File: src/design/esrf_pkg.sv
// esrf_pkg: shared types and constants for the escape-stuffed record framer
// no dependencies; imported by every module of the framer
`default_nettype none

package esrf_pkg;

	localparam int unsigned MAX_BYTES = 8;
	localparam int unsigned SLOT_W    = $clog2(MAX_BYTES);
	localparam int unsigned COUNT_W   = $clog2(MAX_BYTES + 1);

	// configuration register indexes
	typedef enum logic [1:0] {
		REG_ESCAPE = 2'd0,
		REG_START  = 2'd1,
		REG_END    = 2'd2
	} esrf_reg_t;

	localparam logic [7:0] ESCAPE_RST = 8'd27;
	localparam logic [7:0] START_RST  = 8'd1;
	localparam logic [7:0] END_RST    = 8'd10;

	typedef struct packed {
		logic [7:0] escape_code;
		logic [7:0] start_code;
		logic [7:0] end_code;
	} esrf_cfg_t;

	// one item expanded into its framed output bytes
	typedef struct packed {
		logic [MAX_BYTES-1:0][7:0] slots;
		logic [COUNT_W-1:0]        count;
		logic                      last;
	} esrf_frame_t;

endpackage

`default_nettype wire

File: src/design/esrf_cfg.sv
// esrf_cfg: code byte registers written through the configuration channel
// depends on esrf_pkg
`default_nettype none

module esrf_cfg (
	input  wire logic              clk,
	input  wire logic              arst_n,
	input  wire logic              wr_en,
	input  wire logic [1:0]        wr_index,
	input  wire logic [7:0]        wr_data,
	output esrf_pkg::esrf_cfg_t    cfg
);
	import esrf_pkg::*;

	esrf_cfg_t cfg_q;

	always_ff @(posedge clk or negedge arst_n) begin
		if (!arst_n) begin
			cfg_q.escape_code <= ESCAPE_RST;
			cfg_q.start_code  <= START_RST;
			cfg_q.end_code    <= END_RST;
		end else if (wr_en) begin
			unique case (wr_index)
				REG_ESCAPE: cfg_q.escape_code <= wr_data;
				REG_START:  cfg_q.start_code  <= wr_data;
				REG_END:    cfg_q.end_code    <= wr_data;
				default:    ; // index beyond the register list is dropped
			endcase
		end
	end

	assign cfg = cfg_q;

endmodule

`default_nettype wire

File: src/design/esrf_expand.sv
// esrf_expand: turns one input word into its list of framed, stuffed bytes
// depends on esrf_pkg
`default_nettype none

module esrf_expand (
	input  wire esrf_pkg::esrf_cfg_t cfg,
	input  wire logic                action,
	input  wire logic [7:0]          tag,
	input  wire logic [7:0]          data_byte,
	input  wire logic                has_data,
	input  wire logic                first_of_run,
	input  wire logic                last_of_run,
	output esrf_pkg::esrf_frame_t    frame
);
	import esrf_pkg::*;

	logic               hdr_en;
	logic               trl_en;
	logic               tag_esc;
	logic               dat_esc;
	logic [COUNT_W-1:0] hdr_len;
	logic [COUNT_W-1:0] dat_len;
	logic [COUNT_W-1:0] trl_len;
	logic [COUNT_W-1:0] dat_end;

	always_comb begin
		hdr_en  = !action && first_of_run;
		trl_en  = !action && last_of_run;
		tag_esc = (tag == cfg.escape_code);
		dat_esc = (data_byte == cfg.escape_code);
		hdr_len = hdr_en ? (COUNT_W'(3) + COUNT_W'(tag_esc)) : '0;
		dat_len = has_data ? (COUNT_W'(1) + COUNT_W'(dat_esc)) : '0;
		trl_len = trl_en ? COUNT_W'(2) : '0;
		dat_end = hdr_len + dat_len;
	end

	// each slot picks its byte from the header, data or trailer segment
	always_comb begin
		logic [COUNT_W-1:0] pos;
		logic [COUNT_W-1:0] rel;
		frame.count = dat_end + trl_len;
		frame.last  = last_of_run;
		for (int i = 0; i < MAX_BYTES; i++) begin
			pos = COUNT_W'(i);
			rel = '0;
			if (pos < hdr_len) begin
				case (pos[1:0])
					2'd0:    frame.slots[i] = cfg.escape_code;
					2'd1:    frame.slots[i] = cfg.start_code;
					2'd2:    frame.slots[i] = tag;
					default: frame.slots[i] = cfg.escape_code;
				endcase
			end else if (pos < dat_end) begin
				rel = pos - hdr_len;
				frame.slots[i] = rel[0] ? cfg.escape_code : data_byte;
			end else begin
				rel = pos - dat_end;
				frame.slots[i] = rel[0] ? cfg.end_code : cfg.escape_code;
			end
		end
	end

endmodule

`default_nettype wire

File: src/design/escape_stuffed_record_framer_unit.sv
// Escape-stuffed record framer. Each accepted word is expanded
// combinationally into up to eight framed bytes (escape, start code and
// stuffed tag on the first word of a record; the stuffed data byte; escape
// and end code on the last word), then those bytes leave one per cycle
// through a registered output unless out_stall holds them. A word occupies
// the byte sequencer until its last byte is loaded; the next word is taken
// in the cycle its predecessor's last byte is loaded, so sustained
// throughput is one byte per cycle without receiver stalls. Words that give
// no bytes never enter the sequencer. Configuration writes are always ready.
// depends on esrf_pkg, esrf_cfg, esrf_expand
`default_nettype none

module escape_stuffed_record_framer_unit (
	input  wire logic       clk,
	input  wire logic       arst_n,
	input  wire logic       cfg_valid,
	output logic            cfg_ready,
	input  wire logic [1:0] cfg_index,
	input  wire logic [7:0] cfg_data,
	input  wire logic       in_valid,
	output logic            in_stall,
	input  wire logic       action,
	input  wire logic [7:0] tag,
	input  wire logic [7:0] data_byte,
	input  wire logic       has_data,
	input  wire logic       first_of_run,
	input  wire logic       last_of_run,
	output logic            out_valid,
	input  wire logic       out_stall,
	output logic [7:0]      out_byte,
	output logic            end_of_output
);
	import esrf_pkg::*;

	esrf_cfg_t   cfg;
	esrf_frame_t frame;
	esrf_frame_t frame_s1;
	logic        valid_s1;
	logic [SLOT_W-1:0] idx_q;
	logic        out_valid_q;
	logic [7:0]  out_byte_q;
	logic        eoo_q;
	logic        out_load;
	logic        at_last;
	logic        done_s1;
	logic        in_take;

	assign cfg_ready = 1'b1;

	esrf_cfg u_cfg (
		.clk      (clk),
		.arst_n   (arst_n),
		.wr_en    (cfg_valid),
		.wr_index (cfg_index),
		.wr_data  (cfg_data),
		.cfg      (cfg)
	);

	esrf_expand u_expand (
		.cfg          (cfg),
		.action       (action),
		.tag          (tag),
		.data_byte    (data_byte),
		.has_data     (has_data),
		.first_of_run (first_of_run),
		.last_of_run  (last_of_run),
		.frame        (frame)
	);

	always_comb begin
		out_load = valid_s1 && (!out_valid_q || !out_stall);
		at_last  = ({1'b0, idx_q} == (frame_s1.count - COUNT_W'(1)));
		done_s1  = out_load && at_last;
		in_stall = valid_s1 && !done_s1;
		in_take  = in_valid && !in_stall;
	end

	// expanded word register; words that give no bytes are simply dropped
	always_ff @(posedge clk or negedge arst_n) begin
		if (!arst_n) begin
			valid_s1 <= 1'b0;
		end else if (in_take) begin
			valid_s1 <= (frame.count != '0);
		end else if (done_s1) begin
			valid_s1 <= 1'b0;
		end
	end

	always_ff @(posedge clk) begin
		if (in_take) begin
			frame_s1 <= frame;
		end
	end

	always_ff @(posedge clk or negedge arst_n) begin
		if (!arst_n) begin
			idx_q <= '0;
		end else if (done_s1) begin
			idx_q <= '0;
		end else if (out_load) begin
			idx_q <= idx_q + SLOT_W'(1);
		end
	end

	always_ff @(posedge clk or negedge arst_n) begin
		if (!arst_n) begin
			out_valid_q <= 1'b0;
		end else if (out_load) begin
			out_valid_q <= 1'b1;
		end else if (!out_stall) begin
			out_valid_q <= 1'b0;
		end
	end

	always_ff @(posedge clk) begin
		if (out_load) begin
			out_byte_q <= frame_s1.slots[idx_q];
			eoo_q      <= at_last && frame_s1.last;
		end
	end

	assign out_valid     = out_valid_q;
	assign out_byte      = out_byte_q;
	assign end_of_output = eoo_q;

	// a held word always has bytes left to send
	a_held_nonempty: assert property (@(posedge clk) disable iff (!arst_n)
		valid_s1 |-> (frame_s1.count != '0))
		else $error("held word has no bytes");

	a_idx_in_range: assert property (@(posedge clk) disable iff (!arst_n)
		valid_s1 |-> ({1'b0, idx_q} < frame_s1.count))
		else $error("byte index past end of word");

	// a new word only lands when the held one is finishing
	a_no_overwrite: assert property (@(posedge clk) disable iff (!arst_n)
		(in_valid && !in_stall && valid_s1) |-> done_s1)
		else $error("held word overwritten");

	a_sequencer_idle: assert property (@(posedge clk) disable iff (!arst_n)
		!valid_s1 |-> (idx_q == '0))
		else $error("byte index not cleared between words");

endmodule

`default_nettype wire

File: config.mk
export PLATFORM = sky130hd
export DESIGN_NAME = escape_stuffed_record_framer_unit
export DESIGN_NICKNAME = d
export VERILOG_FILES = /design/src/design/esrf_pkg.sv /design/src/design/esrf_cfg.sv /design/src/design/esrf_expand.sv /design/src/design/escape_stuffed_record_framer_unit.sv
export SDC_FILE = /design/constraint.sdc
export NUM_CORES = 1
export LEC_CHECK = 0
export ABC_AREA = 1
export ABC_CLOCK_PERIOD_IN_PS = 8300
export BUFFER_PORTS_ARGS = -buffer_cell sky130_fd_sc_hd__buf_2
export CAP_MARGIN = 0
export CORE_ASPECT_RATIO = 1.75
export CORE_MARGIN = 2
export CORE_UTILIZATION = 47
export CTS_BUF_LIST = sky130_fd_sc_hd__clkbuf_16
export DETAILED_ROUTE_END_ITERATION = 12
export PLACE_DENSITY = 0.67
export SKIP_CTS_REPAIR_TIMING = 1
export SYNTH_ARGS = -nofsm -noshare
export SYNTH_HDL_FRONTEND = slang
export SYNTH_HIERARCHICAL = 1
export SYNTH_SLANG_ARGS = --single-unit
export TNS_END_PERCENT = 5
File: constraint.sdc
create_clock -name clk -period 8.3 [get_ports clk]
set_input_delay 1.66 -clock clk [delete_from_list [all_inputs] [get_ports clk]]
set_output_delay 1.66 -clock clk [all_outputs]
set_load 0.03 [all_outputs]
; ---- Word-level counts from Yosys, hierarchy flattened
; Index checks and enable logic that the tools add are counted.
[op_classes]
addsub = 22
n_lt_le_gt_ge = 17
eq_ne = 6
n_mux = 43
reduce_logical = 20
[ops]
columns = op, count
row1 = $mux 8, 33
row2 = $lt 3x4->1 const A, 8
row3 = $bmux 8 s3, 1
row4 = $eq 8x8->1, 2
row5 = $lt 1x4->1 const A, 4
row6 = $lt 2x4->1 const A, 4
row7 = $sub 1x1->1 const A, 16
row8 = $mux 3, 3
row9 = $logic_and 1x1->1, 7
row10 = $reduce_and 2->1, 3
row11 = $logic_not 1->1, 5
row12 = $add 4x2->4, 1
row13 = $add 4x4->4, 1
row14 = $eq 3x4->1, 1
row15 = $lt 3x4->1 const B, 1
row16 = $mux 1, 4
row17 = $mux 4, 1
row18 = $reduce_bool 2->1, 2
row19 = $reduce_bool 4->1, 1
row20 = $sub 4x1->4 const B, 1
row21 = $add 2x1->3 const A, 1
row22 = $add 3x1->3 const B, 1
row23 = $add 1x1->2 const A, 1
row24 = $eq 2x1->1 const B, 1
row25 = other kinds (5), 5
[totals]
ff_bits = 107
inputBits = 35
out_inout_bits = 12
wordCells = 126

; ---- Depth between registers and ports, before layout
[depth]
depth_word = 9
ltp_mapped = 17
depth_no_buf = 15

; ---- Cells and area by module
; The synthesis kept the hierarchy.
[by_module_without_submodules]
columns = mod, instances, cells_each, area_per_inst_um2, seq_area_each_um2
row1 = escape_stuffed_record_framer_unit, 1, 255, 3326.9, 2467.4
row2 = esrf_expand, 1, 351, 1781.7, 0.0
row3 = esrf_cfg, 1, 107, 1059.8, 609.3

; ---- Worst setup path after synthesis
; No wires, ideal clock.
[synth_path]
path_kind = input to register
from = input out_stall
to = register frame_s1[0] (netlist name), enable pin
setup_ns = 0.451
arrival_time_ns = 4.155
t_required_ns = 7.849
path_slack_ns = 3.694
stages = 3
path_buffers = 0
cell_sequence = a21oi_4 > nand3_2 > a21oi_2
[synth_between]
elab_chain_cells = 8
[synth_lines]
columns = element, line_no
row1 = "start, declared", escape_stuffed_record_framer_unit.sv:29  ; input wire logic out_stall,
row2 = $logic_not 1->1, n/a
row3 = $logic_or 1x1->1, escape_stuffed_record_framer_unit.sv:71  ; out_load = valid_s1 && (!out_valid_q || !out_stall);
row4 = $logic_and 1x1->1, escape_stuffed_record_framer_unit.sv:71
row5 = $logic_and 1x1->1, escape_stuffed_record_framer_unit.sv:73  ; done_s1 = out_load && at_last;
row6 = $logic_not 1->1, escape_stuffed_record_framer_unit.sv:74  ; in_stall = valid_s1 && !done_s1;
row7 = $logic_and 1x1->1, escape_stuffed_record_framer_unit.sv:74
row8 = $logic_not 1->1, escape_stuffed_record_framer_unit.sv:75  ; in_take = in_valid && !in_stall;
row9 = $logic_and 1x1->1, escape_stuffed_record_framer_unit.sv:75
row10 = via in_take, escape_stuffed_record_framer_unit.sv:46  ; logic in_take;
row11 = "end signal, assigned", escape_stuffed_record_framer_unit.sv:91  ; frame_s1 <= frame;
row12 = "end, declared", escape_stuffed_record_framer_unit.sv:37  ; esrf_frame_t frame_s1;
; The timed path passes the listed nets, and every way through them passes these cells.
; A chain may end at the register's enable or synchronous reset.

==> qor.csv <==
metric,value,unit
Post-synth EDFFs,78,
"Hold Vio Cnt, Final",0,
worst-path maximum fanout,35,
Syn Inst Count,713,
GRT Total Usage,21.1,%
PortBufs,45,
routed vias/inst,5.32,
setup TNS,0,ns
Post-synth top flop,edfxtp_1,
Mapped Area,6170,µm²
Placeable Area,12900,µm²
worst min path class,flip-flop to flip-flop,
vias in the first global route,4697,
clk slew on worst S/H paths,0.07,ns
"FF+latch count, synth",107,
"antenna viol nets, final",0,
Finished Layout Cells,913,
sequential area share after synthesis,49.9,%
Placement Rows,55,
share of flip-flops with an asynchronous set or reset,27.1,%
Layout Area Growth over Synthesis,8.07,%
DR vias,4857,
layout cells sized above 1,16.6,%
first drt pass iteration count,5,
DP Cell Count,897,
Die Height,156,µm
CP required,8.39,ns
H-tree depth,3,
P per Cell Area,262,nW/µm²
syn nets,754,
Syn Area/Cell,8.65,µm²
post-synth top area share,38.0,%
achievable frequency,0.221,GHz
DRC violations left,0,
type of origin of the critical path,primary input,
initial antenna violation count,0,
clk buf depth,2,
Initial DRC Count,296,
Yosys top cell by area,edfxtp_1,
GP Congestion,0.890,
period utilisation layout,54.5,%
Synth cell types,39,
Pleak,2.96,nW
Ant. Diodes,0,
CP Capture Type,flip-flop,
TritonCTS Buffers,9,
die footprint,14100,µm²
cell chain of the critical path,buf_2 -> inv_1 -> nand2_1 -> buf_4 -> inv_2 -> nand2_8 -> inv_1 -> ha_1 -> a21o_1 -> nand4_2 -> nand2_1 -> nand2_2 -> nand2_1 -> o21ai_2,
initial cell density of the core,47.9,%
CP bufs+invs,5,
max cap viols,0,
Nets,778,
"Slew Viols, Final",0,
min Tclk post-route,4.53,ns
WL per Instance,15.6,µm
Clock Latency Late Sink,0.35,ns
"Slowest-stage cell, CP",nand4_2,
CP Class,primary input to flip-flop,
crit path DAT,4.62,ns
"most used cell, CP",nand2_1,
grt ovf,0,
drt total wl,14.2,mm
die width,90.6,µm
root buffer cell,clkbuf_16,
synth top area cells,"edfxtp_1, nand2_1, dfrtp_1",
Least-Margin Pin Slew,0.958,ns
clock sink total,107,
first-pass GRT wire length,23.4,mm
skew final,0.00704,ns
largest net degree at the start of global routing,70,
Rel. slew slack,36.1,%
"delay-heaviest family, CP",simple AND/OR/NAND/NOR gates,
status,finished clean,
RSZ-0062 raised after global routing,no,
Final HPWL DP,10.8,mm
worst vdd ir,0.000142,V
IO Count,47,
# setup viols final,0,
"slowest stage delay, CP",0.63,ns
CTS tree,yes,
Syn. warnings,6,
[power by group]
part           internal, mW  switching (mW)
registers             0.697          0.0459
logic                 0.179           0.399
clock network         0.233           0.192
[layout by cell type (no fill, tap or decap), drive strengths merged]
master    synthesis  final
a221oi            2      2
nand3            42     42
xor2              2      2
a21o              1      1
clkinvlp          0      1
conb              1      1
mux2i             8      8
dfstp             7      7
clkbuf            9      9
buf              27     49
o21ai           107    107
nor2             47     47
nand2           257    257
bufinv            0      1
o22ai             8      8
inv              49     49
o41ai             1      1
xnor2             6      6
a21oi             4      4
clkinv            2      7
ha                6      6
dfrtp            22     22
edfxtp           78     78
nand4            27     27
[worst reg2reg max path, stage by stage, from the launching register on]
cell	delay, ns
dfstp_2	0.61
nand2_1	0.07
nand2_1	0.09
nand2_2	0.12
nor2_1	0.20
nand2_4	0.14
nand2_8	0.21
inv_1	0.11
ha_1	0.32
a21o_1	0.14
nand4_2	0.63
nand2_1	0.27
nand2_2	0.26
nand2_1	0.17
o21ai_2	0.06
[per-stage QoR]
step | setup WS, ns | power, mW | util (%) | instance area (µm²) | hold slack [ns]
2_1_floorplan | 3.69 | 1.20 | - | 6170 | 0.442
3_3_place_gp | 3.56 | 1.32 | 49.5 | 6370 | 0.457
3_5_place_dp | 3.48 | 1.33 | 49.5 | 6370 | 0.464
4_1_cts | 3.84 | 1.76 | 51.8 | 6670 | 0.475
5_1_grt | 3.54 | 1.86 | 51.8 | 6670 | 0.492
6_report | 3.77 | 1.75 | 51.8 | 6670 | 0.472
[worst paths after layout]
path / from / end / slack (ns) / cells after the start
min: u_cfg/cfg[3] / u_cfg/cfg[3] / 0.47 / 2
min reg2reg: u_cfg/cfg[3] / u_cfg/cfg[3] / 0.47 / 2
max in group asynchronous: arst_n / u_cfg/cfg[4] / 6.47 / 1
max: action / frame_s1[51] / 3.77 / 14
max reg2reg: u_cfg/cfg[17] / frame_s1[51] / 4.64 / 14
min in group asynchronous: arst_n / idx_q[2] / 1.35 / 1
[flip-flops by register name, indices dropped and copies added, names as in the netlist]
name	flops
end_of_output	1
out_valid	1
idx_q	3
out_byte	8
u_cfg/cfg	24
frame_s1	69
valid_s1	1
[final cells by class]
class                           instances  area (µm²)
Clock buffer                            9         225
Clock inverter                          7        68.8
Fill cell                            1239        6200
Inverter                               51         196
Multi-Input combinational cell        519        2630
Sequential cell                       107        3080
Tap cell                              171         214
Timing Repair Buffer                   49         255
[Yosys cell counts, types with 3 or more instances]
library cell,number
nand4_1,26
nor2_1,43
o22ai_1,8
xnor2_1,6
buf_4,3
nand2_4,6
mux2i_1,8
dfrtp_1,22
nand2_2,11
o21ai_0,69
nand3_1,37
inv_2,5
nand3_2,3
edfxtp_1,78
ha_1,6
buf_6,13
clkbuf_1,9
inv_1,43
o21ai_2,16
dfstp_2,7
buf_2,10
o21ai_1,22
nor2_2,3
nand2_1,239
[routing by layer]
| layer | vias up | global-route usage (%) | share of wire [%] |
|---|---|---|---|
| li1 | 2452 | - | - |
| met1 | 2232 | 23.3 | 39 |
| met2 | 147 | 39.6 | 54 |
| met3 | 26 | 2.27 | 3.8 |
| met4 | 0 | 11.0 | 3.3 |
| met5 | - | 0 | 0 |
[kinds of logic (layout without fill, tap and decap cells)]
family	Yosys count	after routing	synth area share, %
buffers and inverters	87	116	7.61
other	1	1	0.0608
adder cells (fa/ha/maj)	6	6	1.22
multiplexers	8	8	1.30
flip-flops	107	107	49.9
AND/OR/NAND/NOR	373	373	27.2
AO/OA/AOI/OAI	123	123	11.6
XOR/XNOR	8	8	1.14
No activity file was read; power rests on OpenSTA's default activity.
